[src/hw/rtl/xcfp_pkg.sv]
package xcfp_pkg;

	// Defaults for the top-level parameters
	localparam int MAX_PAYLOAD_DEF   = 32;
	localparam int TABLE_ENTRIES_DEF = 4;

	// Configuration port
	localparam int PADDR_W   = 5;
	localparam int PDATA_W   = 32;
	localparam int REG_IDX_W = 3;

	localparam logic [REG_IDX_W-1:0] REG_HEADER = 3'd0;
	localparam logic [REG_IDX_W-1:0] REG_TAIL   = 3'd1;
	localparam logic [REG_IDX_W-1:0] REG_COUNT  = 3'd2;
	localparam logic [REG_IDX_W-1:0] REG_TABLE0 = 3'd3;

	localparam logic [7:0] HEADER_RST = 8'h7A;
	localparam logic [7:0] TAIL_RST   = 8'h7B;

	localparam int COUNT_W = 3;
	localparam int ENTRY_W = 16;

	// Frame descriptor queue between parser and emitter
	localparam int QUEUE_DEPTH = 2;
	localparam int SLOT_W      = 1;
	localparam int QCNT_W      = 2;

	typedef struct packed {
		logic              full;
		logic              empty;
		logic [SLOT_W-1:0] wr_slot;
		logic [SLOT_W-1:0] rd_slot;
	} qstat_t;

	// Index width into one payload bank
	function automatic int idx_width(input int depth);
		return (depth > 1) ? $clog2(depth) : 1;
	endfunction

endpackage

[src/hw/rtl/xcfp_if.sv]
interface xcfp_rx_if;
	logic       valid;
	logic       ready;
	logic [7:0] rx_byte;

	modport source (output valid, output rx_byte, input ready);
	modport sink (input valid, input rx_byte, output ready);
endinterface

interface xcfp_res_if;
	logic       valid;
	logic       ready;
	logic [7:0] func_code;
	logic [7:0] payload_byte;
	logic [4:0] byte_index;
	logic       has_data;
	logic       last;

	modport source (output valid, output func_code, output payload_byte,
		output byte_index, output has_data, output last, input ready);
	modport sink (input valid, input func_code, input payload_byte,
		input byte_index, input has_data, input last, output ready);
endinterface

[src/hw/rtl/xcfp_front.sv]
module xcfp_front import xcfp_pkg::*; #(
	parameter int MAX_PAYLOAD   = MAX_PAYLOAD_DEF,
	parameter int TABLE_ENTRIES = TABLE_ENTRIES_DEF,
	localparam int LEN_W  = $clog2(MAX_PAYLOAD + 1),
	localparam int IDX_W  = idx_width(MAX_PAYLOAD),
	localparam int ADDR_W = IDX_W + SLOT_W,
	localparam int DESC_W = 8 + LEN_W
) (
	input  logic               clk,
	input  logic               arst_n,
	xcfp_rx_if.sink            rx,
	input  logic [7:0]         header_byte,
	input  logic [7:0]         tail_byte,
	input  logic [COUNT_W-1:0] entry_count,
	input  logic [ENTRY_W-1:0] table_entry [TABLE_ENTRIES],
	input  qstat_t             q_stat,
	output logic               push,
	output logic [DESC_W-1:0]  push_data,
	output logic               mem_we,
	output logic [ADDR_W-1:0]  mem_addr,
	output logic [7:0]         mem_wdata
);

	localparam logic [1:0] PH_HUNT = 2'd0;
	localparam logic [1:0] PH_CODE = 2'd1;
	localparam logic [1:0] PH_BODY = 2'd2;
	localparam logic [1:0] PH_TAIL = 2'd3;

	logic [1:0]       phase_q;
	logic [7:0]       code_q;
	logic [LEN_W-1:0] exp_len_q;
	logic [LEN_W-1:0] count_q;
	logic [7:0]       xor_q;
	logic [7:0]       saved_q;

	logic       accept;
	logic       found;
	logic [7:0] len8;
	logic       known;
	logic       in_body;

	assign rx.ready = !q_stat.full;
	assign accept   = rx.valid && rx.ready;

	// first matching entry wins
	always_comb begin
		found = 1'b0;
		len8  = '0;
		for (int i = 0; i < TABLE_ENTRIES; i++) begin
			if (!found && (COUNT_W'(i) < entry_count) &&
			    (table_entry[i][15:8] == rx.rx_byte)) begin
				found = 1'b1;
				len8  = table_entry[i][7:0];
			end
		end
	end

	assign known   = found && (len8 <= 8'(MAX_PAYLOAD));
	assign in_body = (count_q < exp_len_q);

	always_ff @(posedge clk or negedge arst_n) begin
		if (!arst_n) begin
			phase_q   <= PH_HUNT;
			code_q    <= '0;
			exp_len_q <= '0;
			count_q   <= '0;
			xor_q     <= '0;
			saved_q   <= '0;
		end else if (accept) begin
			unique case (phase_q)
				PH_HUNT: begin
					if (rx.rx_byte == header_byte) begin
						xor_q   <= rx.rx_byte;
						phase_q <= PH_CODE;
					end
				end
				PH_CODE: begin
					if (known) begin
						code_q    <= rx.rx_byte;
						exp_len_q <= len8[LEN_W-1:0];
						count_q   <= '0;
						xor_q     <= xor_q ^ rx.rx_byte;
						phase_q   <= PH_BODY;
					end else if (rx.rx_byte == header_byte) begin
						xor_q   <= rx.rx_byte;
						phase_q <= PH_CODE;
					end else begin
						phase_q <= PH_HUNT;
					end
				end
				PH_BODY: begin
					if (in_body) begin
						xor_q   <= xor_q ^ rx.rx_byte;
						count_q <= count_q + LEN_W'(1);
					end else begin
						saved_q <= rx.rx_byte;
						phase_q <= PH_TAIL;
					end
				end
				PH_TAIL: begin
					phase_q <= PH_HUNT;
				end
			endcase
		end
	end

	assign mem_we    = accept && (phase_q == PH_BODY) && in_body;
	assign mem_addr  = {q_stat.wr_slot, count_q[IDX_W-1:0]};
	assign mem_wdata = rx.rx_byte;

	assign push = accept && (phase_q == PH_TAIL) && (saved_q == xor_q) &&
		(rx.rx_byte == tail_byte);
	assign push_data = {code_q, exp_len_q};

endmodule

[src/hw/rtl/xcfp_queue.sv]
module xcfp_queue import xcfp_pkg::*; #(
	parameter int W = 8
) (
	input  logic         clk,
	input  logic         arst_n,
	input  logic         push,
	input  logic [W-1:0] push_data,
	input  logic         pop,
	output logic [W-1:0] head_data,
	output qstat_t       stat
);

	logic [W-1:0]      data_q [QUEUE_DEPTH];
	logic [SLOT_W-1:0] wr_q;
	logic [SLOT_W-1:0] rd_q;
	logic [QCNT_W-1:0] cnt_q;

	always_ff @(posedge clk or negedge arst_n) begin
		if (!arst_n) begin
			wr_q  <= '0;
			rd_q  <= '0;
			cnt_q <= '0;
		end else begin
			if (push) begin
				wr_q <= wr_q + SLOT_W'(1);
			end
			if (pop) begin
				rd_q <= rd_q + SLOT_W'(1);
			end
			if (push && !pop) begin
				cnt_q <= cnt_q + QCNT_W'(1);
			end else if (pop && !push) begin
				cnt_q <= cnt_q - QCNT_W'(1);
			end
		end
	end

	always_ff @(posedge clk) begin
		if (push) begin
			data_q[wr_q] <= push_data;
		end
	end

	assign head_data    = data_q[rd_q];
	assign stat.full    = (cnt_q == QCNT_W'(QUEUE_DEPTH));
	assign stat.empty   = (cnt_q == '0);
	assign stat.wr_slot = wr_q;
	assign stat.rd_slot = rd_q;

endmodule

[src/hw/rtl/xcfp_back.sv]
module xcfp_back import xcfp_pkg::*; #(
	parameter int MAX_PAYLOAD = MAX_PAYLOAD_DEF,
	localparam int LEN_W  = $clog2(MAX_PAYLOAD + 1),
	localparam int IDX_W  = idx_width(MAX_PAYLOAD),
	localparam int ADDR_W = IDX_W + SLOT_W,
	localparam int DESC_W = 8 + LEN_W
) (
	input  logic              clk,
	input  logic              arst_n,
	input  logic              mem_we,
	input  logic [ADDR_W-1:0] mem_addr,
	input  logic [7:0]        mem_wdata,
	input  logic [DESC_W-1:0] head_data,
	input  qstat_t            q_stat,
	output logic              pop,
	xcfp_res_if.source        res
);

	localparam logic [1:0] B_IDLE = 2'd0;
	localparam logic [1:0] B_READ = 2'd1;
	localparam logic [1:0] B_SHOW = 2'd2;

	logic [7:0]       payload_mem_q [2**ADDR_W];
	logic [7:0]       rd_data_q;
	logic [1:0]       state_q;
	logic [IDX_W-1:0] k_q;

	logic [7:0]       head_code;
	logic [LEN_W-1:0] head_len;
	logic [LEN_W-1:0] k_len;
	logic [IDX_W+4:0] k_wide;
	logic             is_last;

	assign head_code = head_data[DESC_W-1 -: 8];
	assign head_len  = head_data[LEN_W-1:0];
	assign k_len     = LEN_W'(k_q);
	assign k_wide    = (IDX_W + 5)'(k_q);
	assign is_last   = (head_len == '0) || ((k_len + LEN_W'(1)) == head_len);

	always_ff @(posedge clk) begin
		if (mem_we) begin
			payload_mem_q[mem_addr] <= mem_wdata;
		end
		if (state_q == B_READ) begin
			rd_data_q <= payload_mem_q[{q_stat.rd_slot, k_q}];
		end
	end

	// head entry stays queued until its last result goes out, so its bank
	// cannot be refilled while it is read
	always_ff @(posedge clk or negedge arst_n) begin
		if (!arst_n) begin
			state_q <= B_IDLE;
			k_q     <= '0;
		end else begin
			unique case (state_q)
				B_IDLE: begin
					if (!q_stat.empty) begin
						k_q     <= '0;
						state_q <= B_READ;
					end
				end
				B_READ: begin
					state_q <= B_SHOW;
				end
				B_SHOW: begin
					if (res.ready) begin
						if (is_last) begin
							state_q <= B_IDLE;
						end else begin
							k_q     <= k_q + IDX_W'(1);
							state_q <= B_READ;
						end
					end
				end
				default: begin
					state_q <= B_IDLE;
				end
			endcase
		end
	end

	assign pop              = (state_q == B_SHOW) && res.ready && is_last;
	assign res.valid        = (state_q == B_SHOW);
	assign res.func_code    = head_code;
	assign res.has_data     = (head_len != '0);
	assign res.payload_byte = res.has_data ? rd_data_q : 8'h00;
	assign res.byte_index   = k_wide[4:0];
	assign res.last         = is_last;

endmodule

[src/hw/rtl/xor_checked_frame_parser.sv]
// Serial frame parser: takes one received byte per rx transfer, hunts for the
// header byte, looks the following function code up in a table of up to
// TABLE_ENTRIES (code, length) pairs (first match wins, lengths above
// MAX_PAYLOAD count as unknown), stores the payload, then checks an XOR check
// byte (header ^ code ^ payload) and the tail byte. A good frame comes out on
// res as one transfer per payload byte with code, index and last flag, or as
// one transfer with has_data clear when the length is zero; bad frames vanish.
// The parser takes one byte every clock as long as the two-entry frame queue
// has room; it stalls rx only while two good frames wait for the emitter. For
// each result the emitter reads the payload memory, then holds the output
// until res takes it; after the last result it goes idle before picking up
// the next frame. The payload memory holds two banks of MAX_PAYLOAD bytes,
// one per queue entry. Configuration registers sit on the APB port (header,
// tail, entry count, table entries at 4-byte steps); the user must write
// them only while the block is idle, and the block itself does not enforce it.
module xor_checked_frame_parser import xcfp_pkg::*; #(
	parameter int MAX_PAYLOAD   = MAX_PAYLOAD_DEF,
	parameter int TABLE_ENTRIES = TABLE_ENTRIES_DEF
) (
	input  logic               clk,
	input  logic               arst_n,
	xcfp_rx_if.sink            rx,
	xcfp_res_if.source         res,
	input  logic               psel,
	input  logic               penable,
	input  logic               pwrite,
	input  logic [PADDR_W-1:0] paddr,
	input  logic [PDATA_W-1:0] pwdata,
	output logic [PDATA_W-1:0] prdata,
	output logic               pready
);

	localparam int LEN_W  = $clog2(MAX_PAYLOAD + 1);
	localparam int IDX_W  = idx_width(MAX_PAYLOAD);
	localparam int ADDR_W = IDX_W + SLOT_W;
	localparam int DESC_W = 8 + LEN_W;

	// Configuration registers
	logic [7:0]         header_q;
	logic [7:0]         tail_q;
	logic [COUNT_W-1:0] count_q;
	logic [ENTRY_W-1:0] table_q [TABLE_ENTRIES];

	logic                 cfg_wr;
	logic [REG_IDX_W-1:0] reg_idx;

	// Parser to queue to emitter
	qstat_t            q_stat;
	logic              push;
	logic [DESC_W-1:0] push_data;
	logic              pop;
	logic [DESC_W-1:0] head_data;
	logic              mem_we;
	logic [ADDR_W-1:0] mem_addr;
	logic [7:0]        mem_wdata;

	assign pready  = 1'b1;
	assign cfg_wr  = psel && penable && pwrite;
	assign reg_idx = paddr[PADDR_W-1:2];

	always_ff @(posedge clk or negedge arst_n) begin
		if (!arst_n) begin
			header_q <= HEADER_RST;
			tail_q   <= TAIL_RST;
			count_q  <= '0;
			for (int i = 0; i < TABLE_ENTRIES; i++) begin
				table_q[i] <= '0;
			end
		end else if (cfg_wr) begin
			if (reg_idx == REG_HEADER) begin
				header_q <= pwdata[7:0];
			end
			if (reg_idx == REG_TAIL) begin
				tail_q <= pwdata[7:0];
			end
			if (reg_idx == REG_COUNT) begin
				count_q <= pwdata[COUNT_W-1:0];
			end
			// table slots past TABLE_ENTRIES are not stored; drop the write
			for (int i = 0; i < TABLE_ENTRIES; i++) begin
				if (reg_idx == REG_TABLE0 + REG_IDX_W'(i)) begin
					table_q[i] <= pwdata[ENTRY_W-1:0];
				end
			end
		end
	end

	always_comb begin
		prdata = '0;
		unique case (reg_idx)
			REG_HEADER: prdata = PDATA_W'(header_q);
			REG_TAIL:   prdata = PDATA_W'(tail_q);
			REG_COUNT:  prdata = PDATA_W'(count_q);
			default:    prdata = '0;
		endcase
		for (int i = 0; i < TABLE_ENTRIES; i++) begin
			if (reg_idx == REG_TABLE0 + REG_IDX_W'(i)) begin
				prdata = PDATA_W'(table_q[i]);
			end
		end
	end

	// Front: byte parser, writes payload into the free bank
	xcfp_front #(
		.MAX_PAYLOAD   (MAX_PAYLOAD),
		.TABLE_ENTRIES (TABLE_ENTRIES)
	) u_front (
		.clk         (clk),
		.arst_n      (arst_n),
		.rx          (rx),
		.header_byte (header_q),
		.tail_byte   (tail_q),
		.entry_count (count_q),
		.table_entry (table_q),
		.q_stat      (q_stat),
		.push        (push),
		.push_data   (push_data),
		.mem_we      (mem_we),
		.mem_addr    (mem_addr),
		.mem_wdata   (mem_wdata)
	);

	// Queue of good frames; slot number doubles as payload bank
	xcfp_queue #(
		.W (DESC_W)
	) u_queue (
		.clk       (clk),
		.arst_n    (arst_n),
		.push      (push),
		.push_data (push_data),
		.pop       (pop),
		.head_data (head_data),
		.stat      (q_stat)
	);

	// Back: walks the head frame's bank and hands out results
	xcfp_back #(
		.MAX_PAYLOAD (MAX_PAYLOAD)
	) u_back (
		.clk       (clk),
		.arst_n    (arst_n),
		.mem_we    (mem_we),
		.mem_addr  (mem_addr),
		.mem_wdata (mem_wdata),
		.head_data (head_data),
		.q_stat    (q_stat),
		.pop       (pop),
		.res       (res)
	);

	// Parser never writes into a bank that still holds a queued frame
	a_bank_free: assert property (@(posedge clk) disable iff (!arst_n)
		mem_we |-> (q_stat.empty || (mem_addr[ADDR_W-1] != q_stat.rd_slot)))
		else $error("payload write hits a queued bank");

	// A good frame is only queued when there is room
	a_push_room: assert property (@(posedge clk) disable iff (!arst_n)
		push |-> !q_stat.full)
		else $error("frame pushed into full queue");

	// Results only come from a queued frame
	a_res_src: assert property (@(posedge clk) disable iff (!arst_n)
		res.valid |-> !q_stat.empty)
		else $error("result without queued frame");

	// An empty-payload result is the whole frame
	a_empty_last: assert property (@(posedge clk) disable iff (!arst_n)
		(res.valid && !res.has_data) |-> res.last)
		else $error("empty frame result without last");

endmodule

[src/flat_wrapper.sv]
// flat-port wrapper written by rule: the top's interface ports become plain ports
module xor_checked_frame_parser_flat import xcfp_pkg::*;
#(
	parameter int MAX_PAYLOAD   = MAX_PAYLOAD_DEF,
	parameter int TABLE_ENTRIES = TABLE_ENTRIES_DEF
)
  (clk, arst_n, psel, penable, pwrite, paddr, pwdata, prdata, pready, rx_valid, rx_rx_byte, rx_ready, res_valid, res_func_code, res_payload_byte, res_byte_index, res_has_data, res_last, res_ready);
  xcfp_rx_if rx_i ();
  xcfp_res_if res_i ();
  input  logic clk;
  input  logic arst_n;
  input  logic psel;
  input  logic penable;
  input  logic pwrite;
  input  logic [PADDR_W-1:0] paddr;
  input  logic [PDATA_W-1:0] pwdata;
  output logic [PDATA_W-1:0] prdata;
  output logic pready;
  input wire logic [$bits(rx_i.valid)-1:0] rx_valid;
  input wire logic [$bits(rx_i.rx_byte)-1:0] rx_rx_byte;
  output wire logic [$bits(rx_i.ready)-1:0] rx_ready;
  output wire logic [$bits(res_i.valid)-1:0] res_valid;
  output wire logic [$bits(res_i.func_code)-1:0] res_func_code;
  output wire logic [$bits(res_i.payload_byte)-1:0] res_payload_byte;
  output wire logic [$bits(res_i.byte_index)-1:0] res_byte_index;
  output wire logic [$bits(res_i.has_data)-1:0] res_has_data;
  output wire logic [$bits(res_i.last)-1:0] res_last;
  input wire logic [$bits(res_i.ready)-1:0] res_ready;
  assign rx_i.valid = rx_valid;
  assign rx_i.rx_byte = rx_rx_byte;
  assign rx_ready = rx_i.ready;
  assign res_valid = res_i.valid;
  assign res_func_code = res_i.func_code;
  assign res_payload_byte = res_i.payload_byte;
  assign res_byte_index = res_i.byte_index;
  assign res_has_data = res_i.has_data;
  assign res_last = res_i.last;
  assign res_i.ready = res_ready;
  xor_checked_frame_parser #(.MAX_PAYLOAD(MAX_PAYLOAD), .TABLE_ENTRIES(TABLE_ENTRIES)) u_core (.clk(clk), .arst_n(arst_n), .rx(rx_i), .res(res_i), .psel(psel), .penable(penable), .pwrite(pwrite), .paddr(paddr), .pwdata(pwdata), .prdata(prdata), .pready(pready));
endmodule
[config.mk]
export PLATFORM = sky130hd
export DESIGN_NAME = xor_checked_frame_parser_flat
export DESIGN_NICKNAME = d
export VERILOG_FILES = /design/src/hw/rtl/xcfp_pkg.sv /design/src/hw/rtl/xcfp_if.sv /design/src/hw/rtl/xcfp_front.sv /design/src/hw/rtl/xcfp_queue.sv /design/src/hw/rtl/xcfp_back.sv /design/src/hw/rtl/xor_checked_frame_parser.sv /design/src/flat_wrapper.sv
export SDC_FILE = /design/constraint.sdc
export NUM_CORES = 1
export LEC_CHECK = 0
export BUFFER_PORTS_ARGS = -buffer_cell sky130_fd_sc_hd__buf_2
export CORE_MARGIN = 2
export CORE_UTILIZATION = 55
export DETAILED_ROUTE_END_ITERATION = 6
export GPL_ROUTABILITY_DRIVEN = 0
export PLACE_DENSITY = 0.75
export SETUP_SLACK_MARGIN = 0.1
export SYNTH_ARGS = -nofsm -noshare
export SYNTH_HDL_FRONTEND = slang
export SYNTH_SLANG_ARGS = --single-unit
[constraint.sdc]
create_clock -name clk -period 3.4 [get_ports clk]
set_input_delay 0.34 -clock clk [delete_from_list [all_inputs] [get_ports clk]]
set_output_delay 0.34 -clock clk [all_outputs]
set_load 0.01 [all_outputs]
# Yosys cells after proc, flatten, opt, wreduce, memory -nomap -nowiden
# Memories as Yosys holds them, arrays and structs flattened. A register that Yosys moved wholly into a read port is not among the register bits.
# Index checks and enable logic that the tools add are counted.
# word_totals
regBits,132
ram_bits,540
in_bits,52
out_inout_bits,58
memories,2
# classes
n_addsub,7
order_cmp,6
n_eq_ne,27
mux,40
bitwise,2
n_reduce_logical,51
# memory_table
name,words,width,rd,rd_clocked_by_memory_dff,write_ports,line,rtl
u_core.u_back.payload_mem_q,64,8,1,1,1,xcfp_back.sv:23,logic [7:0] payload_mem_q [2**ADDR_W];
u_core.u_queue.data_q,2,14,1,0,1,xcfp_queue.sv:13,logic [W-1:0] data_q [QUEUE_DEPTH];
# op_table
op,count
two-way mux 16 bit,4
two-way mux 8 bit,8
equality test 8 bit,7
one-hot mux 8 bit (3 select lines),2
logical AND 1 bit,20
AND reduction 2 bit,8
two-way mux 5 bit,3
two-way mux 2 bit,7
two-way mux 6 bit,2
inequality test 2 bit (second input constant),6
one-hot mux 6 bit (2 select lines),1
AND reduction 3 bit,4
two-way mux 1 bit,10
one-hot mux 5 bit (2 select lines),1
equality test 3 bit (second input constant),3
equality test 2 bit (second input constant),4
less-or-equal comparator 8 x 6 -> 1 bit (second input constant),1
one-hot mux 2 bit (4 select lines),1
AND reduction 4 bit,2
bitwise XOR 8 bit,1
adder 5 x 1 -> 6 bit (second input constant),1
adder 6 x 1 -> 6 bit (second input constant),1
equality test 3 x 2 -> 1 bit (second input constant),2
equality test 6 bit,1
other kinds (20),33

# Logic depth before layout (Yosys ltp)
# depth
ltp_word,19
depth_mapped,14
depth_no_buf,11

# Cells and area by module
# A second synthesis with hierarchy kept.
# unflattened
cells_unflattened,1736
area_unflattened_um2,29619.7
# by_module_without_submodules
module,instances,cells_each,area_each_um2,seq_area_each_um2
xcfp_back,1,998,20908.8,15790.1
xor_checked_frame_parser,1,310,4055.1,2090.8
xcfp_front,1,366,3390.8,950.9
xcfp_queue,1,62,1265.0,940.9

# Worst setup path after synthesis
# No wires, ideal clock.
# synth_path
path_kind,reg-to-reg
startpoint,"reg u_core.u_back.k_q[0], in the netlist u_core.u_back.res.byte_index[0]"
endpoint,"reg u_core.u_back.rd_data_q[0], read port of u_core.u_back.payload_mem_q (data pin)"
setup_ps,272
arrival_ps,2943
t_required_ps,3128
path_slack_ps,185
path_stages_with_launch,7
path_buffers,3
cell_sequence,dfrtp_1 -> clkbuf_1 -> clkbuf_1 -> buf_1 -> mux4_2 -> mux4_2 -> mux4_2
# synth_rtl
element,line,rtl
from (decl),xcfp_back.sv:26,logic [IDX_W-1:0] k_q;
from (signal assigned),xcfp_back.sv:71,k_q <= k_q + IDX_W'(1);
to (decl),xcfp_back.sv:24,logic [7:0] rd_data_q;

# Worst setup path in the final report
# layout_path
startpoint,reg u_core.u_front.exp_len_q[1]
endpoint,"mem u_core.u_back.payload_mem_q[31][5], enable pin"
# layout_between
elab_chain_cells,4
# layout_rtl
element,line,rtl
from (decl),xcfp_front.sv:31,logic [LEN_W-1:0] exp_len_q;
from (signal assigned),xcfp_front.sv:80,exp_len_q <= len8[LEN_W-1:0];
less-than comparator 6 bit,xcfp_front.sv:59,assign in_body = (count_q < exp_len_q);
logical AND 1 bit,xcfp_front.sv:107,assign mem_we = accept && (phase_q == PH_BODY) && in_body;
two-way mux 1 bit,xcfp_back.sv:41,if (mem_we) begin
two-way mux 1 bit (implied by the code),xcfp_back.sv:42,payload_mem_q[mem_addr] <= mem_wdata;
to (decl),xcfp_back.sv:23,
# Every way passes these cells.

==> impl_metrics.ini <==
[outcome]
outcome = finished, final reports clean

[clock_tree]
clockBufferDepth = 3
clkTransAtPathRegs_ps = 60
cts_buffers = 69
htreeDepth = 3
cts_tree = yes
worstSkewPairLatency_ps = 590
cts_root_buffer = clkbuf_16
clkSinkCount = 680

[drt]
wl_mm = 66.1
postRouteAntennaNets = 0
vias_per_cell = 6.14
vias = 15400
wl_met3_mm = 4.88
wl_met2_mm = 34.2
wl_per_cell_um = 26.3
drt_iter0_drc = 1625
drtPass1Iterations = 5
top_layer = met5
wl_met1_mm = 25.2
remaining_drc_errors = 0

[yosys]
netlist_area_um2 = 28600
synthXorXnorAreaFrac_pct = 2.17
ys_top_cells_by_area = edfxtp_1 58%, mux4_2 13%, dfrtp_1 11%, mux2_2 4.2%, nor2_1 1.4%
synth-simple-area-share_pct = 4.40
yosysTopAreaCellShare_pct = 57.6
synth_top_family_by_area = multiplexers
synth_edf_count = 548
synth_seq_area_share_pct = 69.2
synth_cell_types = 67
synthMuxAreaShare_pct = 18.4
ys.warnings.count = 0
synth_compound_area_share_pct = 3.17
synth.largest_area_cell = edfxtp_1
ys.flop_type = edfxtp_1
async_flop_share_pct = 19.4
yosys_register_bits = 680
synth_area_per_cell_um2 = 18.0
synth_adder_area_share_pct = 0.569
synth_cells = 1583

[placement]
place_area_um2 = 30500
port-buffer-count = 74
placed_cells = 2385
dp_hpwl_mm = 40.6

[worst_setup_path]
start_kind = register
cp.required_ps = 3680
critPathArrivalTime_ps = 3490
critPathKind = register to register
crit_path_cell_trace = inv_1 > ha_1 > a21o_1 > a21o_1 > a21o_1 > a21o_1 > a21oi_1 > nand3_1 > nor2_1 > nand3_1 > nor2_1 > buf_4
cp_num_buf_inv = 2
crit_path_max_incr_delay_ps = 400
path_max_fanout = 8
crit_top_cell = a21o_1
crit_slowest_cell = dfrtp_1
r2r_slack_ps = 200
cp-end-kind = register
crit_family = simple AND/OR/NAND/NOR gates

[floorplanning]
dieWidth_um = 232
start_util_pct = 55.7
die_h_um = 232
io_pins = 110
coreArea_um2 = 51300
dieArea_um2 = 53800
rows = 83

[timing]
finalMaxSlewViolations = 0
setup_viol = 0
final.setup.tns_ps = 0
skew_ps = 19.3
min_period_over_period_pct = 94.2
rsz0062_at_grt = true
fmax_mhz = 312
hold_slack_ps = 37.0
min_period_ps = 3200
tightest_slew_ps = 992
maxSlewHeadroom_pct = 33.8
finalHoldViolCount = 0

[final_layout]
drive_above_1_share_pct = 33.4
finalNonFillerCells = 2513
fin_area_um2 = 32800
nets = 1848
area_growth_pct = 14.7
finalCoreUtilization_pct = 63.9
n_antenna_cell = 0
mostFrequentLayoutCells = 548 x edfxtp_1, 169 x mux4_2, 123 x buf_4, 118 x dfrtp_1, 108 x nor2_1
final_common_cell = edfxtp_1

[power_and_ir_drop]
power.net_switching_w = 0.00580
p_leak_nw = 11.5
power_frac_comb_pct = 20.7
p_per_area_nw_per_um2 = 660
clockPowerShare_pct = 33.9
swShare_pct = 26.8
p_int_w = 0.0158
power_frac_seq_pct = 45.4
ir_worst_vdd_uv = 427

[global_routing]
grt_max_degree = 75
grt_pass1_vias = 15800
gr-usage-all-layers_pct = 25.2
grt_pass1_wl_mm = 99.1
grt-ovfl-total = 0
antenna_found_initial = 5

[job]
maxCapViolCount = 0

[worst_hold_path]
min_path_type = input pin to register
==> cell families (layout without fill, tap and decap cells) <==
| group | after synthesis | count (layout) |
|---|---|---|
| AOI/OAI and AO/OA | 126 | 126 |
| xor gates and xnor gates | 70 | 70 |
| adders and majority gates | 13 | 13 |
| buffers and inverters | 121 | 356 |
| DFF | 680 | 680 |
| muxes | 301 | 301 |
| other | 2 | 17 |
| and+or+nand+nor | 270 | 270 |
==> power groups by stage <==
stage / Combinational (W) / Clock, W / Sequential, W
floorplan: 0.00303 / 0 / 0.00980
global placement: 0.00430 / 0 / 0.0100
detailed placement: 0.00439 / 0 / 0.0100
CTS: 0.00445 / 0.00743 / 0.00984
global route: 0.00478 / 0.00776 / 0.00988
finish: 0.00448 / 0.00733 / 0.00984
==> routing by layer <==
layer | track usage [%] | vias to the layer above
met5 | 0 | -
met1 | 32.5 | 7982
met2 | 43.1 | 678
met3 | 5.13 | 133
met4 | 8.17 | 6
li1 | - | 6630
==> cell type report <==
class,instances,area (um2)
fill,3501,18500
sequential,680,19800
tap,680,851
timing repair buffer,214,1580
multi-input combinational,797,8310
clock buffer,94,1940
clock inverter,27,246
inverter,21,78.8
==> what timing repair did <==
| item | 4_1_cts | 5_1_grt |
|---|---|---|
| buffers inserted | 0 | 1 |
| hold buffers | 6 | 0 |
| endpoints found under the setup margin | 0 | 516 |
| endpoints found under the hold margin | 73 | 0 |
| gates resized for setup | 0 | 7 |
==> flip-flops by register name (all words and copies together) (netlist names), named ones only <==
| name | cells |
|---|---|
| u_core.u_back.res.byte_index | 5 |
| u_core.u_front.code_q | 8 |
| u_core.u_back.payload_mem_q | 512 |
| u_core.u_queue.wr_q | 1 |
| u_core.u_front.count_q | 6 |
| u_core.u_front.exp_len_q | 6 |
| u_core.u_queue.rd_q | 1 |
| u_core.header_q | 8 |
| u_core.tail_q | 8 |
| u_core.u_queue.data_q | 28 |
| u_core.u_back.rd_data_q | 8 |
| u_core.u_front.xor_q | 8 |
| u_core.u_front.phase_q | 1 |
| u_core.count_q | 3 |
| u_core.table_q | 64 |
| u_core.u_queue.cnt_q | 2 |
| u_core.u_front.saved_q | 8 |
| u_core.u_back.state_q | 2 |
==> worst register-to-register path: cells and delay by family, from the launching register on <==
kind                       cells  cell delay [ps]
and+or+nand+nor                4             1070
buffers and inverters          2              270
adders and majority gates      1              270
DFF                            1              400
AOI/OAI and AO/OA              5              880
==> path summary, 6_finish.rpt <==
kind                                              from                                 end  cells after the start
max reg2reg                u_core.u_front.exp_len_q[1]  u_core.u_back.payload_mem_q[31][5]                     12
max                        u_core.u_front.exp_len_q[1]  u_core.u_back.payload_mem_q[31][5]                     12
max in group asynchronous                       arst_n                  u_core.header_q[1]                      3
min reg2reg                   u_core.u_front.code_q[3]         u_core.u_queue.data_q[0][9]                      0
min in group asynchronous                       arst_n                   u_core.table_q[3]                      2
min                                          pwdata[8]                  u_core.table_q[24]                      2
==> through the flow <==
stage	setup slack (ps)	power [W]
3_5_place_dp	9.66	0.0144
2_1_floorplan	185	0.0128
5_1_grt	-40.8	0.0224
3_3_place_gp	53.1	0.0143
6_report	196	0.0216
4_1_cts	161	0.0217
==> cell usage after synthesis (all sizes together), types with 21 or more instances <==
master	number
edfxtp	548
o21ai	32
nand2	63
clkbuf	45
xor2	34
mux4	169
inv	21
mux2	107
buf	55
xnor2	36
nor2	108
mux2i	25
dfrtp	121
Note: power is estimated with default switching activity, not from simulation.
